===== src/rtl/lsdrs_pkg.sv =====
`timescale 1ns / 1ps
package lsdrs_pkg;

    localparam int NREC   = 1024;
    localparam int AW     = $clog2(NREC);
    localparam int CW     = $clog2(NREC + 1);
    localparam int BASE   = 10;
    localparam int DW     = $clog2(BASE);
    localparam int KEY_W  = 31;
    localparam int TAG_W  = 16;
    localparam int QDEPTH = 4;
    localparam int QAW    = $clog2(QDEPTH);
    localparam int QCW    = $clog2(QDEPTH + 1);

    typedef struct packed {
        logic             req_type;
        logic [KEY_W-1:0] load_key;
        logic [TAG_W-1:0] load_tag;
        logic             load_last;
    } t_req;

    typedef struct packed {
        logic [KEY_W-1:0] sorted_key;
        logic [TAG_W-1:0] sorted_tag;
        logic             final_record;
        logic             read_valid;
    } t_rsp;

    typedef enum logic [1:0] {
        CMD_LOAD,
        CMD_LOAD_LAST,
        CMD_READ
    } t_kind;

    typedef struct packed {
        t_kind            kind;
        logic [KEY_W-1:0] key;
        logic [TAG_W-1:0] tag;
    } t_cmd;

    typedef struct packed {
        logic valid;
        t_cmd cmd;
    } t_qhead;

    typedef struct packed {
        logic [KEY_W-1:0] key;
        logic [TAG_W-1:0] tag;
        logic [KEY_W-1:0] quot;
    } t_rec;

    localparam int REC_W = $bits(t_rec);

    typedef enum logic [2:0] {
        ST_IDLE,
        ST_RD_WAIT,
        ST_NEXT,
        ST_COUNT,
        ST_PREFIX,
        ST_SCATTER,
        ST_COPY
    } t_state;

    function automatic logic [KEY_W-1:0] div10(input logic [KEY_W-1:0] q);
        logic [63:0] p;
        p = {33'd0, q} * 64'h0000_0000_CCCC_CCCD;
        return KEY_W'(p >> 35);
    endfunction

    function automatic logic [DW-1:0] mod10(input logic [KEY_W-1:0] q);
        logic [KEY_W-1:0] d;
        d = div10(q);
        return DW'(q - ((d << 3) + (d << 1)));
    endfunction

endpackage


===== src/rtl/lsdrs_queue.sv =====
`timescale 1ns / 1ps
module lsdrs_queue import lsdrs_pkg::*; (
    input  logic   i_clk,
    input  logic   i_rst_n,
    input  logic   i_push,
    input  t_cmd   i_cmd,
    output logic   o_full,
    input  logic   i_pop,
    output t_qhead o_head
);

    t_cmd           r_mem [QDEPTH];
    logic [QAW-1:0] r_wp;
    logic [QAW-1:0] r_rp;
    logic [QCW-1:0] r_cnt;

    assign o_full       = (r_cnt == QCW'(QDEPTH));
    assign o_head.valid = (r_cnt != '0);
    assign o_head.cmd   = r_mem[r_rp];

    always_ff @(posedge i_clk) begin
        if (i_push) begin
            r_mem[r_wp] <= i_cmd;
        end
    end

    always_ff @(posedge i_clk) begin
        if (!i_rst_n) begin
            r_wp  <= '0;
            r_rp  <= '0;
            r_cnt <= '0;
        end else begin
            if (i_push) begin
                r_wp <= r_wp + 1'b1;
            end
            if (i_pop) begin
                r_rp <= r_rp + 1'b1;
            end
            r_cnt <= r_cnt + QCW'(i_push) - QCW'(i_pop);
        end
    end

endmodule


===== config.mk =====
export PLATFORM = sky130hd
export DESIGN_NAME = lsdrs_queue
export DESIGN_NICKNAME = d
export VERILOG_FILES = /design/src/rtl/lsdrs_pkg.sv /design/src/rtl/lsdrs_queue.sv
export SDC_FILE = /design/constraint.sdc
export NUM_CORES = 1
export LEC_CHECK = 0
export BUFFER_PORTS_ARGS = -buffer_cell sky130_fd_sc_hd__buf_2
export CORE_AREA = 8 8 108 150
export CTS_CLUSTER_DIAMETER = 150
export DETAILED_ROUTE_END_ITERATION = 8
export DIE_AREA = 0 0 116 158
export PLACE_DENSITY_LB_ADDON = 0.3
export SYNTH_ARGS = -nofsm -noshare
export SYNTH_HDL_FRONTEND = slang
export SYNTH_SLANG_ARGS = --single-unit

===== constraint.sdc =====
create_clock -name i_clk -period 6.55 [get_ports i_clk]
set_input_delay 0.3275 -clock i_clk [delete_from_list [all_inputs] [get_ports i_clk]]
set_output_delay 0.3275 -clock i_clk [all_outputs]
set_load 0.03 [all_outputs]

Yosys cells after proc, flatten, opt, wreduce, memory -nomap -nowiden
Memories as Yosys holds them, arrays and structs flattened. A register that Yosys moved wholly into a read port is not among the register bits.
Index checks and enable logic that the tools add are counted.
{"block": "classes", "addsub": 4, "n_mul": 0, "div_mod_pow": 0, "magnitude_cmp": 0, "eq_ne": 1, "shift": 0, "mux": 4, "bitwise": 0, "reduce_logical": 1}
{"operator": "$add A2 B1 Y2 const B", "n": 2}
{"operator": "$mux W2", "n": 2}
{"operator": "$add A3 B1 Y3", "n": 1}
{"operator": "$eq A3 B3 Y1 const B", "n": 1}
{"operator": "$reduce_bool A3 Y1", "n": 1}
{"operator": "$sub A3 B1 Y3", "n": 1}
{"operator": "$mux W1", "n": 2}
{"block": "totals", "register_bits": 7, "latchBits": 0, "mem_bits_rw": 196, "rom_bits": 0, "elab_cells": 14, "n_memories": 1}
{"memory": "r_mem", "depth": 4, "word_bits": 49, "read_ports": 1, "rd_ports_with_merged_regs": 1, "wr": 1, "line_no": "lsdrs_queue.sv:12", "text": "t_cmd r_mem [QDEPTH];"}

Logic depth before layout (Yosys ltp)
Gate-level depths: netlist (run 1).
{"block": "logic_depth", "word_depth": 3, "depth_mapped": 7, "ltp_nobuf": 7}

Worst setup path after synthesis (run 1)
No wires, ideal clock.
{"block": "synth_path", "path_kind": "reg-to-reg", "startpoint": "register r_wp[0]", "endpoint": "memory r_mem[2][0] (netlist bit) (enable)", "setup_time_ns": 0.411, "arrival_time_ns": 1.712, "required_time_ns": 6.139, "slack_ns": 4.426, "path_stages_with_launch": 4, "n_path_buf": 0, "path_cell_list": "dfxtp_1 > inv_1 > ha_1 > and2_1"}
{"item": "start, declared", "line_no": "lsdrs_queue.sv:13", "text": "logic [QAW-1:0] r_wp;"}
{"item": "start signal, assigned", "line_no": "lsdrs_queue.sv:34", "text": "r_wp <= r_wp + 1'b1;"}
{"item": "end, declared", "line_no": "lsdrs_queue.sv:12"}
Straight into the memory's write port.

==> results of run 1 <==
-- routing by layer --
metal / global-route usage (%) / up-vias / part of all wire, %
met1: 16.6 / 1722 / 39
met4: 4.59 / 2 / 1.7
met5: 0 / - / 0.099
li1: - / 1493 / -
met3: 3.17 / 23 / 5.6
met2: 26.8 / 72 / 54
-- critical path: stages (launching register included) --
cell	delay, ns
dfxtp_4	1.02
mux4_2	0.64
buf_2	0.20
-- layout make-up --
cell class,count,area [µm²],share of cell area (%)
well taps,189,236,2.70
flip-flops and latches,205,6070,69.2
multi-input cells,76,1350,15.4
clock inverters,9,40.0,0.456
clock buffers,23,490,5.59
repair buffers,108,553,6.31
inverters,7,26.3,0.300
-- report_power, final --
part / total [µW] / internal, µW / switching [µW]
clock network: 946 / 530 / 416
registers: 1540 / 1510 / 38.4
logic: 334 / 132 / 202
-- state kept, by name, indices dropped and copies added (netlist names), named ones only --
| register | flops |
|---|---|
| r_cnt | 3 |
| r_wp | 2 |
| r_mem | 196 |
| r_rp | 2 |
-- cell usage in the layout, fill, tap and decap left out, drive strengths merged --
master / n
a21bo: 1
a21oi: 1
and2: 6
and3: 1
buf: 108
clkbuf: 23
clkinv: 9
dfxtp: 9
edfxtp: 196
fa: 1
ha: 6
inv: 7
mux2i: 1
mux4: 49
nand3b: 1
nor2: 5
or3: 1
xnor2: 2
xor3: 1
-- metrics by stage --
stage               util [%]  cells  power, µW
finish                  62.4    617       2830
global route            62.4    617       2930
CTS                     62.4    617       2870
detailed placement      58.6    585       1920
global placement        58.6    585       1900
floorplan                  -    299       1810
-- path summary, 6_finish.rpt --
| path | start | endpoint | cells after the start |
|---|---|---|---|
| min reg2reg | r_rp[1] | register | 2 |
| max reg2reg | r_wp[1] | r_mem[1][33] | 4 |
| max | register | o_head[48] | 2 |
| min | i_cmd[33] | r_mem[0][33] | 1 |
-- cell families (layout without fill, tap and decap cells) --
kind of cell / count (synthesis) / in the layout / share of synthesized area, %
multiplexers: 50 / 50 / 14.9
AND/OR/NAND/NOR: 14 / 14 / 1.01
AO/OA/AOI/OAI: 2 / 2 / 0.199
buffers and inverters: 18 / 147 / 1.61
XOR/XNOR: 3 / 3 / 0.548
adder cells (fa/ha/maj): 7 / 7 / 1.26
flip-flops: 205 / 205 / 80.5
==> flow_metrics.py, run 1 <==
metrics = {
    "status": {
        "status": "complete, no violations",
    },
    "synth": {
        "async_reset_ff_share_pct": 0,
        "ys_seq_elements": 205,
        "synth_area_leader_cell": "edfxtp_1",
        "synth_ff_type": "edfxtp_1",
        "avgSynthCellArea_um2": 25.2,
        "ys_types": 22,
        "synthTopCellsByArea": "edfxtp_1 (78%), mux4_2 (14%), dfxtp_1 (2.4%), ha_1 (1.0%), mux4_1 (0.70%)",
        "syn-num-nets": 359,
        "yosysMostFrequentCell": "edfxtp_1",
        "synth_warnings": 0,
        "synth_commonest_cells": "edfxtp_1 (196), mux4_2 (47), dfxtp_1 (9)",
        "synth_area_mm2": 0.00754,
        "synth_top_area_share_pct": 78.1,
        "synth_edf_count": 196,
        "synth_cells": 299,
        "synth_seq_area_share_pct": 80.5,
    },
    "drt": {
        "wl_per_cell_um": 21.2,
        "first_pass_iters": 4,
        "num_vias": 3312,
        "drc": 0,
        "wirelength_mm": 13.1,
        "ant_nets": 0,
        "drt-initial-drc-count": 152,
        "detail_route.vias_per_cell": 5.37,
    },
    "placed_design": {
        "io_buffer_count": 103,
        "gp_congestion": 0.661,
        "dpl.hpwl_mm": 8.08,
        "pre_cts_ws_ns": 4.29,
        "placed_area_mm2": 0.00824,
    },
    "die": {
        "core_area_mm2": 0.0141,
        "die_h_um": 158,
        "dieWidth_um": 116,
        "start_util_pct": 53.6,
        "ios": 104,
        "num_rows": 52,
        "floorplan.die_area_mm2": 0.0183,
    },
    "layout": {
        "drive_above_1_share_pct": 42.8,
        "diodes": 0,
        "fin_area_mm2": 0.00877,
        "area_growth_pct": 16.4,
        "num-nets-final": 477,
        "num-fill-cells": 1025,
    },
    "clock_network": {
        "clockBufferDepth": 3,
        "htreeDepth": 1,
        "postCtsHoldBufs": 0,
        "insertion_delay_ns": 0.46,
        "postCtsSetupRepairBufs": 0,
        "cts_buffers": 19,
        "cts_tree": "done",
        "path_clk_slew_ns": 0.06,
        "clkSinkCount": 205,
        "cts.repair.resized": 0,
        "cts_root_buf": "clkbuf_16",
    },
    "sta": {
        "setup_tns_ns": 0,
        "finalSetupViolations": 0,
        "max_slew_margin_pct": 33.1,
        "worstMarginPinSlew_ns": 1.00,
        "slew_violations": 0,
        "min_period_ns": 2.67,
        "clock_skew_ns": 0.00576,
        "fmax_mhz": 375,
        "rsz0062_at_grt": "no",
        "finalHoldViolations": 0,
        "min_period_over_period_pct": 40.7,
        "hold_ws_ns": 0.0802,
        "fin_ws_ns": 3.88,
    },
    "power": {
        "leakage_uw": 0.00298,
        "ir_worst_vdd_v": 0.000215,
        "p_per_area_mw_per_mm2": 322,
    },
    "flow_run": {
        "maxCapViolCount": 0,
    },
    "global_routing": {
        "grt_pass1_wl_mm": 20.1,
        "antenna_found_initial": 1,
        "grt_pass1_vias": 3675,
        "grt_max_degree": 50,
        "overflow": 0,
        "gr-usage-all-layers_pct": 14.7,
    },
    "worst_setup_path": {
        "worstSetupPathType": "reg2out",
        "rrSetupSlack_ns": 4.60,
        "arrival_ns": 2.34,
        "worstSetupStartpointType": "register",
        "cp_max_fo": 49,
        "endpoint_kind": "primary output",
        "required_ns": 6.22,
    },
    "min_path": {
        "hold_class": "in2reg",
    },
}
(Power assumes the default switching activity.)
==> inputs of run 2 (changes only) <==
--- a/config.mk
+++ b/config.mk
@@ -6,10 +6,10 @@
 export NUM_CORES = 1
 export LEC_CHECK = 0
 export BUFFER_PORTS_ARGS = -buffer_cell sky130_fd_sc_hd__buf_2
-export CORE_AREA = 8 8 108 150
+export CORE_AREA = 8 8 112 155
 export CTS_CLUSTER_DIAMETER = 150
 export DETAILED_ROUTE_END_ITERATION = 8
-export DIE_AREA = 0 0 116 158
+export DIE_AREA = 0 0 120 163
 export PLACE_DENSITY_LB_ADDON = 0.3
 export SYNTH_ARGS = -nofsm -noshare
 export SYNTH_HDL_FRONTEND = slang
==> constraint.sdc (replaced) <==
create_clock -name i_clk -period 2.3 [get_ports i_clk]
set_input_delay 0.115 -clock i_clk [delete_from_list [all_inputs] [get_ports i_clk]]
set_output_delay 0.115 -clock i_clk [all_outputs]
set_load 0.03 [all_outputs]
==> flow_metrics.py, run 2 (same netlist as run 1, synthesis figures left out) <==
metrics = {
    "placed_design": {
        "placed_area_mm2": 0.00832,
        "io_buffer_count": 103,
        "gp_congestion": 0.747,
        "pre_cts_ws_ns": 0.544,
        "dpl.hpwl_mm": 8.42,
    },
    "clock_network": {
        "clockBufferDepth": 3,
        "insertion_delay_ns": 0.47,
        "cts.repair.resized": 0,
        "cts_buffers": 19,
        "postCtsHoldBufs": 52,
        "cts_tree": "done",
        "htreeDepth": 1,
        "postCtsSetupRepairBufs": 0,
        "path_clk_slew_ns": 0.06,
        "clkSinkCount": 205,
        "cts_root_buf": "clkbuf_16",
    },
    "sta": {
        "min_period_over_period_pct": 93.3,
        "clock_skew_ns": 0.0106,
        "worstMarginPinSlew_ns": 0.563,
        "slew_violations": 0,
        "setup_tns_ns": 0,
        "max_slew_margin_pct": 62.5,
        "rsz0062_at_grt": "no",
        "finalHoldViolations": 0,
        "finalSetupViolations": 0,
        "min_period_ns": 2.15,
        "fin_ws_ns": 0.154,
        "fmax_mhz": 466,
    },
    "drt": {
        "drc": 0,
        "drt-initial-drc-count": 235,
        "wirelength_mm": 13.9,
        "detail_route.vias_per_cell": 5.23,
        "ant_nets": 0,
        "num_vias": 3561,
        "wl_per_cell_um": 20.4,
        "first_pass_iters": 6,
    },
    "worst_setup_path": {
        "regToRegStartpoint": "r_cnt[0]",
        "required_ns": 2.18,
        "endpoint_kind": "primary output",
        "path_cells": "buf_12 -> mux4_1 -> buf_2",
        "worstSetupStartpointType": "register",
        "arrival_ns": 2.03,
        "worstSetupPathType": "reg2out",
        "cpMaxStageDelayCell": "dfxtp_4",
        "cp_max_fo": 16,
        "cpPeakStageDelay_ns": 0.57,
    },
    "layout": {
        "drive_above_1_share_pct": 39.8,
        "largest-register": "r_mem",
        "num-fill-cells": 1028,
        "fin_area_mm2": 0.00941,
        "seqCellArea_mm2": 0.00607,
        "top_regs": "r_mem (196), r_cnt (3)",
        "final_cell_mix": "edfxtp_1 (196), buf_2 (103), dlygate4sd3_1 (52)",
        "largest_register_ffs": 196,
        "area_growth_pct": 24.8,
        "final_common_cell": "edfxtp_1",
        "multi_input_area_mm2": 0.00135,
        "num-nets-final": 536,
    },
    "power": {
        "pwr-share-comb_pct": 13.2,
        "total_power_uw": 8310,
        "p_sw_uw": 1950,
        "intPower_uw": 6360,
        "leakage_uw": 0.00326,
        "switching_share_pct": 23.5,
        "p_per_area_mw_per_mm2": 884,
        "p_clk_share_pct": 34.4,
        "share_seq_of_total_power_pct": 52.4,
        "ir_worst_vdd_v": 0.000662,
    },
    "flow_run": {
        "maxCapViolCount": 0,
    },
    "global_routing": {
        "overflow": 0,
        "grt_max_degree": 36,
        "grt_pass1_vias": 4145,
        "grt_pass1_wl_mm": 21.9,
        "antenna_found_initial": 1,
        "gr-usage-all-layers_pct": 14.5,
    },
    "die": {
        "num_rows": 53,
        "die_h_um": 163,
        "core_area_mm2": 0.0149,
        "floorplan.die_area_mm2": 0.0196,
        "dieWidth_um": 120,
        "start_util_pct": 50.5,
        "ios": 104,
    },
    "min_path": {
        "hp-start": "i_cmd[22]",
        "hold_class": "in2reg",
    },
    "status": {
        "status": "complete, no violations",
    },
}
run 2: changes by cell type in the layout (fill, tap and decap cells not counted), moves of 2 or more:
cell,before,now
dlygate4sd3_1,0,52
buf_4,5,10
clkinv_2,1,4
buf_12,0,2
clkbuf_1,4,2
run 2: final timing paths:
| kind | endpoint | slack, ns | depth (start not counted) |
|---|---|---|---|
| worst max register to register | r_cnt[2] | 0.54 | 7 |
| worst min register to register | register | 0.54 | 2 |
| worst min-delay path | r_mem[0][22] | 0.39 | 2 |
| worst max-delay path | o_head[0] | 0.15 | 3 |
run 2: per-layer routing:
metal	global-route usage, %	vias to the layer above	part of all wire (%)
met1	15.9	1823	39
li1	-	1615	-
met3	3.33	23	5.4
met5	0	-	0
met2	26.8	100	54
met4	5.07	0	2.1
run 2: worst max-delay path, delay by kind of cell, from the launching register on:
family                 cells  cell delay, ns
muxes                      1            0.55
DFF                        1            0.57
buffers and inverters      2            0.43
run 2: power groups by stage:
stage / registers (µW) / logic, µW / clock network, µW
floorplan: 4410 / 738 / 0
global placement: 4420 / 1030 / 0
detailed placement: 4440 / 1050 / 0
CTS: 4360 / 1120 / 2940
global route: 4370 / 1180 / 3060
finish: 4360 / 1100 / 2860
run 2: stage by stage:
| step | hold slack (ns) | util (%) | std cells |
|---|---|---|---|
| global route | 0.379 | 63.1 | 681 |
| global placement | 0.324 | 55.8 | 595 |
| detailed placement | 0.330 | 55.8 | 595 |
| CTS | 0.367 | 63.0 | 680 |
| floorplan | 0.214 | - | 299 |
| finish | 0.394 | 63.1 | 681 |
run 2: final cells by class:
class | count | share of cell area [%]
multi-input cells | 76 | 14.4
inverters | 7 | 0.279
well taps | 192 | 2.55
repair buffers | 167 | 12.2
clock buffers | 21 | 5.13
diodes | 1 | 0.0266
clock inverters | 12 | 0.851
flip-flops and latches | 205 | 64.5
==> inputs of run 3 (changes only) <==
--- a/config.mk
+++ b/config.mk
@@ -6,10 +6,9 @@
 export NUM_CORES = 1
 export LEC_CHECK = 0
 export BUFFER_PORTS_ARGS = -buffer_cell sky130_fd_sc_hd__buf_2
-export CORE_AREA = 8 8 112 155
-export CTS_CLUSTER_DIAMETER = 150
+export CORE_AREA = 8 8 126 174
 export DETAILED_ROUTE_END_ITERATION = 8
-export DIE_AREA = 0 0 120 163
+export DIE_AREA = 0 0 134 182
 export PLACE_DENSITY_LB_ADDON = 0.3
 export SYNTH_ARGS = -nofsm -noshare
 export SYNTH_HDL_FRONTEND = slang
==> flow_metrics.py, run 3 (same netlist as run 1, synthesis figures left out) <==
metrics = {
    "sta": {
        "fin_ws_ns": 0.181,
        "rsz0062_at_grt": "no",
        "fmax_mhz": 472,
        "finalSetupViolations": 0,
        "setup_tns_ns": 0,
        "min_period_over_period_pct": 92.1,
        "min_period_ns": 2.12,
        "hold_ws_ns": 0.389,
        "worstMarginPinSlew_ns": 0.322,
        "slew_violations": 0,
        "max_slew_margin_pct": 78.6,
        "finalHoldViolations": 0,
        "clock_skew_ns": 0.0120,
    },
    "worst_setup_path": {
        "arrival_ns": 2.00,
        "cp_top_family": "multiplexers",
        "worstSetupPathType": "reg2out",
        "path_buf_inv": 2,
        "cpMaxStageDelayCell": "mux4_1",
        "worstSetupStartpointType": "register",
        "path_cells": "buf_12 -> mux4_1 -> buf_2",
        "endpoint_kind": "primary output",
        "cp_max_fo": 17,
        "required_ns": 2.18,
        "cpPeakStageDelay_ns": 0.57,
    },
    "clock_network": {
        "postCtsHoldBufs": 52,
        "path_clk_slew_ns": 0.06,
        "insertion_delay_ns": 0.48,
        "postCtsSetupRepairBufs": 0,
        "clockBufferDepth": 3,
        "htreeDepth": 1,
        "cts_root_buf": "clkbuf_16",
        "cts_tree": "done",
        "cts.repair.resized": 0,
        "cts_buffers": 20,
        "clkSinkCount": 205,
    },
    "layout": {
        "final_common_cell": "edfxtp_1",
        "diodes": 0,
        "largest-register": "r_mem",
        "final_cell_mix": "edfxtp_1 (196), buf_2 (103), dlygate4sd3_1 (52)",
        "drive_above_1_share_pct": 40.1,
        "num-nets-final": 534,
        "top_regs": "r_mem (196), r_cnt (3)",
        "area_growth_pct": 27.5,
        "largest_register_ffs": 196,
        "num-fill-cells": 1551,
        "fin_cells": 734,
    },
    "drt": {
        "first_pass_iters": 4,
        "num_vias": 3525,
        "wl_per_cell_um": 19.3,
        "wirelength_mm": 14.2,
        "detail_route.vias_per_cell": 4.80,
        "ant_nets": 0,
        "drt-initial-drc-count": 232,
        "drc": 0,
    },
    "flow_run": {
        "maxCapViolCount": 0,
    },
    "power": {
        "switching_share_pct": 23.0,
        "total_power_uw": 8630,
        "share_seq_of_total_power_pct": 50.4,
        "p_sw_uw": 1990,
        "intPower_uw": 6640,
        "leakage_uw": 0.00331,
        "pwr-share-comb_pct": 13.1,
        "ir_worst_vdd_v": 0.000629,
        "p_clk_share_pct": 36.5,
        "p_per_area_mw_per_mm2": 898,
    },
    "placed_design": {
        "gp_congestion": 0.665,
        "place_inst": 648,
        "io_buffer_count": 103,
        "dpl.hpwl_mm": 8.66,
        "pre_cts_ws_ns": 0.506,
    },
    "die": {
        "start_util_pct": 39.4,
        "die_h_um": 182,
        "num_rows": 60,
        "core_area_mm2": 0.0191,
        "ios": 104,
        "floorplan.die_area_mm2": 0.0244,
        "dieWidth_um": 134,
    },
    "global_routing": {
        "grt_pass1_wl_mm": 22.3,
        "antenna_found_initial": 0,
        "grt_pass1_vias": 4025,
        "gr-usage-all-layers_pct": 11.8,
        "overflow": 0,
        "grt_max_degree": 50,
    },
    "min_path": {
        "hold_class": "in2reg",
    },
    "status": {
        "status": "complete, no violations",
    },
}
==> run 3: metrics by stage <==
stage	util (%)	cell area, µm²
3_3_place_gp	44.1	8440
2_1_floorplan	-	7540
3_5_place_dp	44.1	8440
6_report	50.2	9610
4_1_cts	50.2	9610
5_1_grt	50.2	9610
==> run 3: worst paths after layout <==
| path | end | slack (ns) | cells after the start | startpoint |
|---|---|---|---|---|
| worst max-delay path | o_head[46] | 0.18 | 3 | register |
| worst min-delay path | r_mem[3][16] | 0.39 | 2 | i_cmd[16] |
| worst max register to register | r_cnt[2] | 0.51 | 7 | r_cnt[0] |
| worst min register to register | register | 0.53 | 2 | r_rp[0] |
==> run 3: area by class of cell <==
cell class,instances,area [µm²],share of cell area [%]
Sequential cell,205,6070,63.2
Multi-Input combinational cell,76,1350,14.1
Timing Repair Buffer,164,1200,12.5
Clock buffer,22,529,5.51
Tap cell,248,310,3.23
Clock inverter,12,111,1.16
Inverter,7,26.3,0.274
==> run 3: routing by layer <==
metal	up-vias	global-route usage, %	wire length, µm
met3	20	2.90	807
met1	1823	13.6	5500
met4	0	4.15	262
met2	73	20.9	7630
met5	-	0	0
li1	1609	-	-
==> run 3: power groups by stage <==
stage          registers, µW  clock network (µW)  logic, µW
2_1_floorplan           4410                   0        738
3_3_place_gp            4420                   0       1060
3_5_place_dp            4430                   0       1080
4_1_cts                 4350                3240       1160
5_1_grt                 4370                3380       1210
6_report                4350                3150       1130
